### src/hw/rtl/imd_pkg.sv
package imd_pkg;

    localparam int unsigned INTERVAL_W = 20;
    localparam int unsigned LIMIT_W    = 48;
    localparam int unsigned META_W     = 12;
    localparam int unsigned BYTE_W     = 8;
    localparam int unsigned CFG_IDX_W  = 2;
    localparam int unsigned META_SHIFT = 4;

    typedef enum logic [CFG_IDX_W-1:0] {
        REG_META_INTERVAL = 2'd0,
        REG_LIMIT_ENABLE  = 2'd1,
        REG_CONTENT_LIMIT = 2'd2,
        REG_UNUSED        = 2'd3
    } reg_index_t;

    typedef enum logic [1:0] {
        KIND_AUDIO = 2'd0,
        KIND_META  = 2'd1,
        KIND_LEN   = 2'd2,
        KIND_DROP  = 2'd3
    } kind_t;

    typedef struct packed {
        logic              stream_end;
        logic              meta_last;
        kind_t             byte_kind;
        logic [BYTE_W-1:0] out_byte;
    } result_t;

endpackage

### src/hw/rtl/imd_classify.sv
module imd_classify
    import imd_pkg::*;
(
    input  logic                 clk,
    input  logic                 rst_n,
    input  logic                 cfg_we,
    input  logic [CFG_IDX_W-1:0] cfg_index,
    input  logic [LIMIT_W-1:0]   cfg_data,
    input  logic                 take,
    input  logic [BYTE_W-1:0]    in_byte,
    output result_t              result
);

    localparam logic [LIMIT_W-1:0] COUNT_MAX = {LIMIT_W{1'b1}};

    logic [INTERVAL_W-1:0] meta_interval_reg;
    logic                  limit_enable_reg;
    logic [LIMIT_W-1:0]    content_limit_reg;
    logic [INTERVAL_W-1:0] audio_left_reg, audio_left_next;
    logic                  in_metadata_reg, in_metadata_next;
    logic [META_W-1:0]     meta_left_reg, meta_left_next;
    logic [LIMIT_W-1:0]    delivered_reg, delivered_next;
    logic                  limit_hit;
    logic [META_W-1:0]     meta_dec;
    kind_t                 kind;
    logic                  last;

    assign limit_hit = limit_enable_reg && (delivered_reg >= content_limit_reg);
    assign meta_dec  = meta_left_reg - META_W'(1);

    always_comb
    begin
        kind             = KIND_AUDIO;
        last             = 1'b0;
        audio_left_next  = audio_left_reg;
        in_metadata_next = in_metadata_reg;
        meta_left_next   = meta_left_reg;
        if (limit_hit)
        begin
            kind = KIND_DROP;
        end
        else if (meta_interval_reg == '0)
        begin
            kind = KIND_AUDIO;
        end
        else if (in_metadata_reg && (meta_left_reg != '0))
        begin
            kind           = KIND_META;
            meta_left_next = meta_dec;
            if (meta_dec == '0)
            begin
                last             = 1'b1;
                in_metadata_next = 1'b0;
                audio_left_next  = meta_interval_reg;
            end
        end
        else if (audio_left_reg == '0)
        begin
            kind             = KIND_LEN;
            in_metadata_next = 1'b0;
            if (in_byte == '0)
            begin
                audio_left_next = meta_interval_reg;
            end
            else
            begin
                meta_left_next   = {in_byte, {META_SHIFT{1'b0}}};
                in_metadata_next = 1'b1;
            end
        end
        else
        begin
            audio_left_next = audio_left_reg - INTERVAL_W'(1);
        end

        delivered_next = delivered_reg;
        if ((kind == KIND_AUDIO) && (delivered_reg != COUNT_MAX))
        begin
            delivered_next = delivered_reg + LIMIT_W'(1);
        end
    end

    assign result.out_byte   = in_byte;
    assign result.byte_kind  = kind;
    assign result.meta_last  = last;
    assign result.stream_end = limit_enable_reg && (delivered_next >= content_limit_reg);

    always_ff @(posedge clk or negedge rst_n)
    begin
        if (!rst_n)
        begin
            meta_interval_reg <= '0;
            limit_enable_reg  <= 1'b0;
            content_limit_reg <= '0;
            audio_left_reg    <= '0;
            in_metadata_reg   <= 1'b0;
            meta_left_reg     <= '0;
            delivered_reg     <= '0;
        end
        else if (cfg_we)
        begin
            case (reg_index_t'(cfg_index))
                REG_META_INTERVAL:
                begin
                    meta_interval_reg <= cfg_data[INTERVAL_W-1:0];
                    audio_left_reg    <= cfg_data[INTERVAL_W-1:0];
                    in_metadata_reg   <= 1'b0;
                    meta_left_reg     <= '0;
                end
                REG_LIMIT_ENABLE:  limit_enable_reg  <= cfg_data[0];
                REG_CONTENT_LIMIT: content_limit_reg <= cfg_data;
                default: ;
            endcase
        end
        else if (take)
        begin
            audio_left_reg  <= audio_left_next;
            in_metadata_reg <= in_metadata_next;
            meta_left_reg   <= meta_left_next;
            delivered_reg   <= delivered_next;
        end
    end

endmodule

### src/hw/rtl/imd_skid.sv
module imd_skid
    import imd_pkg::*;
(
    input  logic    clk,
    input  logic    rst_n,
    input  logic    in_valid,
    output logic    in_ready,
    input  result_t in_data,
    output logic    out_valid,
    input  logic    out_ready,
    output result_t out_data
);

    logic    main_valid_reg;
    logic    skid_valid_reg;
    result_t main_reg;
    result_t skid_reg;
    logic    push;
    logic    pop;

    assign in_ready  = !skid_valid_reg;
    assign push      = in_valid && in_ready;
    assign pop       = main_valid_reg && out_ready;
    assign out_valid = main_valid_reg;
    assign out_data  = main_reg;

    always_ff @(posedge clk or negedge rst_n)
    begin
        if (!rst_n)
        begin
            main_valid_reg <= 1'b0;
            skid_valid_reg <= 1'b0;
        end
        else if (pop || !main_valid_reg)
        begin
            if (skid_valid_reg)
            begin
                main_valid_reg <= 1'b1;
                skid_valid_reg <= 1'b0;
            end
            else
            begin
                main_valid_reg <= push;
            end
        end
        else if (push)
        begin
            skid_valid_reg <= 1'b1;
        end
    end

    always_ff @(posedge clk)
    begin
        if (pop || !main_valid_reg)
        begin
            main_reg <= skid_valid_reg ? skid_reg : in_data;
        end
        else if (push)
        begin
            skid_reg <= in_data;
        end
    end

endmodule

### src/hw/rtl/icy_metadata_demux.sv
// Stream demultiplexer for in-band station metadata.
// The slave side takes one received byte per word in s_tdata. The master side
// returns every byte unchanged in m_tdata, tagged in m_tuser with its kind
// (audio, metadata, length byte or dropped) and with the stream-end flag;
// m_tlast marks the final byte of each metadata block.
// The configuration port sets the metadata interval, the limit enable and the
// content limit. Writing the interval restarts the framing with a full run
// of audio bytes. The user writes only with no word in flight; it is not enforced.
// The classification is combinational and an accepted word is registered in the
// result register, or in the skid register on a stall. Throughput is one word per
// cycle while s_tready is high, set by the counters and the 48-bit limit compare.
// Reset clears the registers, counters and both output stages, so nothing is
// valid on the master side afterwards.
// When the receiver stalls, the result register holds its word and a skid
// register takes one more; s_tready falls only once both are full, and it
// does not depend on m_tready in the same cycle.
module icy_metadata_demux
    import imd_pkg::*;
(
    input  logic                 clk,
    input  logic                 rst_n,
    input  logic                 cfg_we,
    input  logic [CFG_IDX_W-1:0] cfg_index,
    input  logic [LIMIT_W-1:0]   cfg_data,
    input  logic                 s_tvalid,
    output logic                 s_tready,
    input  logic [7:0]           s_tdata,   // [7:0] in_byte
    output logic                 m_tvalid,
    input  logic                 m_tready,
    output logic [7:0]           m_tdata,   // [7:0] out_byte
    output logic                 m_tlast,   // meta_last
    output logic [2:0]           m_tuser    // [1:0] byte_kind, [2] stream_end
);

    result_t result;
    result_t held;
    logic    take;

    assign take = s_tvalid && s_tready;

    imd_classify u_classify (
        .clk       (clk),
        .rst_n     (rst_n),
        .cfg_we    (cfg_we),
        .cfg_index (cfg_index),
        .cfg_data  (cfg_data),
        .take      (take),
        .in_byte   (s_tdata),
        .result    (result)
    );

    imd_skid u_skid (
        .clk       (clk),
        .rst_n     (rst_n),
        .in_valid  (s_tvalid),
        .in_ready  (s_tready),
        .in_data   (result),
        .out_valid (m_tvalid),
        .out_ready (m_tready),
        .out_data  (held)
    );

    assign m_tdata = held.out_byte;
    assign m_tlast = held.meta_last;
    assign m_tuser = {held.stream_end, held.byte_kind};

endmodule

### config.mk
export PLATFORM = sky130hd
export DESIGN_NAME = icy_metadata_demux
export DESIGN_NICKNAME = d
export VERILOG_FILES = /design/src/hw/rtl/imd_pkg.sv /design/src/hw/rtl/imd_classify.sv /design/src/hw/rtl/imd_skid.sv /design/src/hw/rtl/icy_metadata_demux.sv
export SDC_FILE = /design/constraint.sdc
export NUM_CORES = 1
export LEC_CHECK = 0
export ABC_AREA = 0
export BUFFER_PORTS_ARGS = -buffer_cell sky130_fd_sc_hd__clkbuf_2
export CORE_MARGIN = 2
export CORE_UTILIZATION = 55
export CTS_CLUSTER_SIZE = 16
export DETAILED_ROUTE_END_ITERATION = 10
export PLACE_DENSITY = 0.76
export SYNTH_ARGS = -nofsm -noshare
export SYNTH_HDL_FRONTEND = slang
export SYNTH_SLANG_ARGS = --single-unit
### constraint.sdc
create_clock -name clk -period 4.6 [get_ports clk]
set_clock_uncertainty 0.1 [all_clocks]
set_input_delay 0.23 -clock clk [delete_from_list [all_inputs] [get_ports clk]]
set_output_delay 0.23 -clock clk [all_outputs]
set_load 0.01 [all_outputs]
==> metrics.md, run 1 <==
| Metric | Value |
|---|---|
| Status | complete, no violations |
| Global-route wire length before repair | between 40000 and 50000 um |
| Final Hold Vio Count | 0 |
| Synthesized area | around 11000 um2 |
| Share of cells above drive strength 1 | 0.212 |
| Share of power burned in registers | 0.434 |
| Rel. slew slack | 0.314 |
| Most instantiated cells after synthesis | nand2_1 (185), dfrtp_1 (152), xnor2_1 (108) |
| Row count | 52 |
| Final setup TNS | 0 ns |
| Die X | between 100 and 150 um |
| Gpl congestion | just under 0.9 |
| Clock latency at the later pin of the worst-skew pair | 0.44 ns |
| Number of buffers created by CTS | 17 |
| Clock Tree Buf Depth | 2 |
| Pre-antenna DRT Iters | 7 |
| CP cell instances | ha_1 -> a211oi_1 -> o21ai_0 -> a21oi_1 -> o41ai_2 -> a31o_2 -> nor3_4 -> buf_6 -> buf_6 -> buf_12 -> nand2_1 -> xnor2_1 -> ha_1 -> a21o_1 -> a21o_1 -> a21oi_2 -> nor3_2 -> nor3_2 -> o221ai_2 -> a21oi_2 -> o21ai_1 |
| Fraction of registers with async set/reset | 0.864 |
| Post-synth EDFFs | 24 |
| Die H | 148 um |
| Leak | 6.40 nW |
| Worst slew pin tran | slightly above 1 ns |
| Seq cells post-synth | between 150 and 200 |
| Total power | 4.55 mW |
| DR iter-0 viols | just under 800 |
| CTS tree | yes |
| Min-delay worst type | in2reg |
| PortBufs | between 70 and 80 |
| # setup viols final | 0 |
| Combinational power share | 0.253 |
| Setup slack, reg-to-reg | a little under 0.2 ns |
| Synth-to-Final Area Change | 20.5% |
| Syn nets | 1361 |
| Clock slew at reported path FFs | roughly 0.070 ns |
| Clock Power Share | 0.313 |
| Psw | ~1.5 mW |
| Most numerous cell in the Yosys netlist | nand2_1 |
| CP endpoint kind | flop |
| CTS root buffer | clkbuf_16 |
| Htree depth | 4 |
| Area leader, netlist | dfrtp_1 |
| Crit path DAT | around 4.5 ns |
| Max Slew Vio Count | 0 |
| Core area | just over 20000 um2 |
| Top cell type's share of synthesized area | 0.333 |
| GRT overflow | 0 |
| Register area share after synthesis | 0.396 |
| CP Max Fanout | 16 |
| Routed Antenna Nets | 0 |
| Detail Placement HPWL | 19300 um |
| Sw Share | 0.324 |
| Vias | ~9.4k |
| Number of global-route vias before repair | between 9k and 10k |
| Largest net degree at the start of global routing | 107 |
| Final net count | 1538 |
| Via density per instance | between 5 and 6 |
| Crit share post-route | 0.958 |
| Synth unique cells | 63 |
| MaxCap Viol Count | 0 |
| Wirelength per Cell | roughly 17 um |
| Die Area | roughly 22000 um2 |
| Antenna violations before repair | 0 |
| Final Routed Wirelength | ~28000 um |
| Gr usage total | 0.264 |
| Critical path class | reg2reg |
| Yosys Warn Count | 0 |
| Initial cell density of the core | 0.563 |
| Post-Syn Instances | ~1.2k |
| Internal | between 3 and 4 mW |
| Primary FF master, synth | dfrtp_1 |
| CP peak stage delay | about 0.40 ns |
| Area contributors post-synth | dfrtp_1 (33%), ha_1 (11%), xnor2_1 (8.3%), edfxtp_1 (6.3%), mux2_2 (6.1%) |
| WP data required | between 4 and 5 ns |
| Antenna cell count | 0 |
| I/O pin cnt | 77 |
| Crit-path leading delay family | compound AO/OA/AOI/OAI gates |
| Remaining DRCs | 0 |
| Syn_area_per_cell | around 9.5 um2 |
| CTS sink count | 176 |
| Slowest CP cell | dfrtp_1 |
| Max VDD drop | roughly 0.24 mV |
| Cell Pwr Density | 330 nW/um2 |
| Fmax | ~230 MHz |
| Crit path launch type | flop |
| CP bufs+invs | 3 |
| Minimum clock period | roughly 4.4 ns |
[cell usage in the layout, fill, tap and decap left out, types with 9 or more instances in the layout]
master | netlist | routed
clkbuf_2 | 0 | 75
edfxtp_1 | 24 | 24
buf_4 | 2 | 67
and4_1 | 9 | 9
nor4_1 | 18 | 17
o21ai_1 | 7 | 9
a21oi_1 | 63 | 61
inv_1 | 65 | 63
and3_1 | 26 | 26
dlygate4sd3_1 | 0 | 58
nor2_1 | 64 | 64
ha_1 | 100 | 98
dfrtp_1 | 152 | 152
mux2_4 | 18 | 18
mux2_2 | 62 | 62
clkbuf_16 | 0 | 17
a21o_1 | 16 | 16
o21ai_0 | 47 | 44
nor3_1 | 23 | 21
nand3_1 | 35 | 35
nand4_1 | 31 | 31
nand2_1 | 185 | 185
xnor2_1 | 108 | 107
[what timing repair did]
item / CTS / global route
pin swaps: 3 / 15
endpoints found under the setup margin: 2 / 2
gates resized for setup: 7 / 22
setup buffers: 0 / 8
hold buffers: 58 / 0
endpoints found under the hold margin: 179 / 0
[per-layer routing]
layer  track usage  vias up  share of wire
met1         0.353     4589           0.44
met4        0.0786        0          0.015
li1              -     4573              -
met2         0.451      247           0.50
met3        0.0362       31          0.046
met5             0        -              0
[logic make-up (layout without fill, tap and decap cells)]
logic type | after synthesis | count (layout) | synth area share
AO/OA/AOI/OAI | 173 | 173 | 0.0920
XOR/XNOR | 114 | 114 | 0.0874
adder cells (fa/ha/maj) | 100 | 100 | 0.109
buffers and inverters | 113 | 303 | 0.0409
flip-flops | 176 | 176 | 0.396
multiplexers | 83 | 83 | 0.0874
AND/OR/NAND/NOR | 439 | 439 | 0.187
[area by class of cell]
| type | count | area [um2] |
|---|---|---|
| clock inverter | 15 | 141 |
| fill | 1576 | 6520 |
| sequential | 176 | 4520 |
| multi-input combinational | 909 | 6570 |
| timing repair buffer | 206 | 1540 |
| inverter | 65 | 244 |
| clock buffer | 17 | 425 |
| tap | 270 | 338 |
[power groups by stage]
stage / clock network (mW) / logic, mW / registers, mW
6_report: 1.42 / 1.15 / 1.98
4_1_cts: 1.44 / 1.12 / 1.97
3_5_place_dp: 0 / 1.06 / 2.00
5_1_grt: 1.50 / 1.31 / 2.00
3_3_place_gp: 0 / 1.03 / 1.99
2_1_floorplan: 0 / 0.774 / 1.96
[metrics by stage]
| stage | util | cell area (um2) | instances | setup WS (ns) | hold WS, ns |
|---|---|---|---|---|---|
| final | 0.679 | 13800 | 1658 | 0.193 | 0.144 |
| after global routing | 0.679 | 13800 | 1658 | -0.0510 | 0.135 |
| after CTS | 0.671 | 13600 | 1650 | 0.0198 | 0.132 |
| after detailed placement | 0.613 | 12400 | 1560 | -0.139 | 0.336 |
| after global placement | 0.613 | 12400 | 1560 | 0.0198 | 0.350 |
| after floorplan | - | 11400 | 1198 | 0.124 | -0.166 |
[worst min-delay path, cell delays in order]
cell and delay [ns]:
clkbuf_2 0.12, nand3b_1 0.14, mux2_2 0.16
[worst paths after layout]
kind / start / end / cells past startpoint
worst max-delay path: u_classify.delivered_reg[2]$_DFFE_PN0P_ / u_skid.out_data[11]$_DFFE_PN_ / 21
worst min-delay path: cfg_index[0] / u_classify.limit_enable_reg$_DFFE_PN0P_ / 3
worst max register to register: u_classify.delivered_reg[2]$_DFFE_PN0P_ / u_skid.out_data[11]$_DFFE_PN_ / 21
worst min register to register: u_classify.content_limit_reg[36]$_DFFE_PN0P_ / u_classify.content_limit_reg[36]$_DFFE_PN0P_ / 1
max in group asynchronous: rst_n / u_classify.meta_interval_reg[1]$_DFFE_PN0P_ / 3
min in group asynchronous: rst_n / u_classify.meta_left_reg[5]$_DFFE_PN0P_ / 2
Power figures use the tool's default switching activity.
==> inputs of run 2 (changes only) <==
--- a/config.mk
+++ b/config.mk
@@ -6,12 +6,12 @@
 export NUM_CORES = 1
 export LEC_CHECK = 0
 export ABC_AREA = 0
-export BUFFER_PORTS_ARGS = -buffer_cell sky130_fd_sc_hd__clkbuf_2
 export CORE_MARGIN = 2
 export CORE_UTILIZATION = 55
 export CTS_CLUSTER_SIZE = 16
 export DETAILED_ROUTE_END_ITERATION = 10
-export PLACE_DENSITY = 0.76
+export DONT_BUFFER_PORTS = 1
+export PLACE_DENSITY = 0.73
 export SYNTH_ARGS = -nofsm -noshare
 export SYNTH_HDL_FRONTEND = slang
 export SYNTH_SLANG_ARGS = --single-unit
==> metrics.md, run 2 (same netlist as run 1, synthesis figures left out) <==
| Metric | Value |
|---|---|
| Status | complete, no violations |
| Antenna violations before repair | 0 (unchanged) |
| # setup viols final | 0 (unchanged) |
| DP Cell Count | 1476 (-5.4%) |
| Die H | 148 um (unchanged) |
| Worst r2r src | u_classify.meta_left_reg[1]$_DFFE_PN0P_ |
| Crit share post-route | 0.957 (about the same) |
| Worst setup margin | 0.196 ns (+0.00335 ns) |
| Remaining DRCs | 0 (unchanged) |
| Htree depth | 4 (unchanged) |
| Crit path DAT | 4.50 ns (about the same) |
| Final Hold Vio Count | 0 (unchanged) |
| Gr usage total | 0.261 (-0.00342) |
| DR iter-0 viols | 695 (-11%) |
| Gpl congestion | 0.873 (-2.5%) |
| Leak | 6.09 nW (-4.8%) |
| Vias | 9222 (-2.3%) |
| Final setup TNS | 0 ns (unchanged) |
| Final net count | 1465 (-4.7%) |
| CP Max Fanout | 6 (-10) |
| Antenna cell count | 0 (unchanged) |
| Max VDD drop | 0.240 mV (-0.17%) |
| Rel. slew slack | 0.207 (-0.107) |
| Fmax | 227 MHz (about the same) |
| Cell Pwr Density | 341 nW/um2 (+3.2%) |
| Final-layout fill cell count | 1585 (+0.57%) |
| Worst slew pin tran | 1.19 ns (+0.157 ns) |
| Total power | 4.60 mW (+1.0%) |
| CTS root buffer | clkbuf_16 |
| Global-route wire length before repair | 46200 um (-1.5%) |
| Most frequent cells in the layout | nand2_1 (184), dfrtp_1 (152), xnor2_1 (107) |
| Die X | 148 um (unchanged) |
| CTS sink count | 176 (unchanged) |
| WP data required | 4.70 ns (about the same) |
| Number of global-route vias before repair | 9314 (-2.3%) |
| I/O pin cnt | 77 (unchanged) |
| CTS tree | yes |
| Via density per instance | 5.82 (+2.2%) |
| Wirelength per Cell | 17.5 um (+4.3%) |
| Core area | 20300 um2 (unchanged) |
| Worst Hold Depth | 2 (-1) |
| PortBufs | 0 (-100%) |
| Die Area | 21900 um2 (unchanged) |
| Post-route insts no fill | 1585 (-4.4%) |
| Largest net degree at the start of global routing | 153 (+43%) |
| RR Endpoint | u_skid.skid_reg[11]$_DFFE_PP_ |
| Clock slew at reported path FFs | 0.08 ns (about the same) |
| CP endpoint kind | flop |
| Critical path class | reg2reg |
| Hold wc startpoint | cfg_we |
| Minimum clock period | 4.40 ns (-0.00335 ns) |
| Clock Tree Buf Depth | 2 (unchanged) |
| Final Util | 0.664 (-0.0143) |
| Setup slack, reg-to-reg | 0.20 ns (about the same) |
| Detail Placement HPWL | 18900 um (-1.8%) |
| Clock latency at the later pin of the worst-skew pair | 0.45 ns (about the same) |
| Synth-to-Final Area Change | 18.0% |
| CP cell instances | inv_1 -> ha_1 -> or4b_4 -> o31ai_2 -> o21ai_2 -> nand2_1 -> o21ai_1 -> nor3_4 -> buf_6 -> buf_6 -> buf_4 -> nand2_1 -> xnor2_1 -> ha_1 -> a21o_1 -> a21o_1 -> a21oi_2 -> nor3_2 -> nor3_2 -> o221ai_2 -> a21oi_2 -> o21ai_1 |
| Min-delay worst type | in2reg |
| Final Cell Area | 13500 um2 (-2.1%) |
| Crit path launch type | flop |
| Final Routed Wirelength | 27800 um (-0.25%) |
| Initial cell density of the core | 0.563 (unchanged) |
| MaxCap Viol Count | 0 (unchanged) |
| Row count | 52 (unchanged) |
| Max Slew Vio Count | 0 (unchanged) |
| Routed Antenna Nets | 0 (unchanged) |
| Critical Path Source | u_classify.meta_left_reg[1]$_DFFE_PN0P_ |
| Worst-case hold path end point | u_classify.audio_left_reg[12]$_DFFE_PN0P_ |
| Pre-CTS setup slack | 0.0285 ns (+0.168 ns) |
| Share of cells above drive strength 1 | 0.166 (-0.0460) |
| Dpl cell area | 12000 um2 (-3.7%) |
| GRT overflow | 0 (unchanged) |
| Pre-antenna DRT Iters | 5 (-2) |
| Slowest CP cell | or4b_4 |
| CP peak stage delay | 0.50 ns (+0.10 ns) |
| Hold_ws | 0.0179 ns (-0.126 ns) |
| Number of buffers created by CTS | 17 (unchanged) |
| Most common cell after layout, fill and taps aside | nand2_1 |
| R2R cell count | 22 (+4.8%) |
[run 2: timing repair]
item | 4_1_cts | 5_1_grt
hold buffers | 69 | 0
hold endpoints to repair | 269 | 0
endpoints found under the setup margin | 2 | 2
gates cloned | 1 | 0
gates resized for setup | 5 | 36
setup buffers | 3 | 4
pin swaps | 1 | 21
[run 2: critical path, delay by kind of cell, from the launching register on]
kind            cells  cell delay [ns]
xor+xnor            1             0.14
flops               1             0.41
fa+ha+maj           2             0.35
compound gates      9             1.51
simple gates        6             1.16
buf+inv             4             0.48
[run 2: layout make-up]
| class | count | area, um2 | area share |
|---|---|---|---|
| timing repair buffer | 133 | 1200 | 0.0893 |
| tap | 270 | 338 | 0.0251 |
| multi-input combinational | 909 | 6590 | 0.489 |
| sequential | 176 | 4520 | 0.335 |
| clock inverter | 15 | 161 | 0.0120 |
| inverter | 65 | 244 | 0.0181 |
| clock buffer | 17 | 425 | 0.0315 |
[run 2: worst max-delay path by stage]
stage,slack (ns),to,depth (start not counted)
3_3_place_gp,0.16,u_skid.out_data[11]$_DFFE_PN_,20
3_5_place_dp,0.03,u_skid.skid_reg[11]$_DFFE_PP_,21
4_1_cts,0.01,u_skid.out_data[11]$_DFFE_PN_,17
2_1_floorplan,0.12,u_skid.out_data[11]$_DFFE_PN_,18
5_1_grt,-0.06,u_skid.skid_reg[11]$_DFFE_PP_,20
6_report,0.20,u_skid.skid_reg[11]$_DFFE_PP_,22
[run 2: routing by layer]
layer	part of all wire	track usage
met2	0.48	0.433
met5	0	0
met3	0.059	0.0451
met1	0.44	0.355
met4	0.018	0.0729
[run 2: where the power goes]
group	internal, mW	switching, mW
Clock	0.775	0.711
Sequential	1.79	0.193
Combinational	0.556	0.574
Total	3.12	1.48
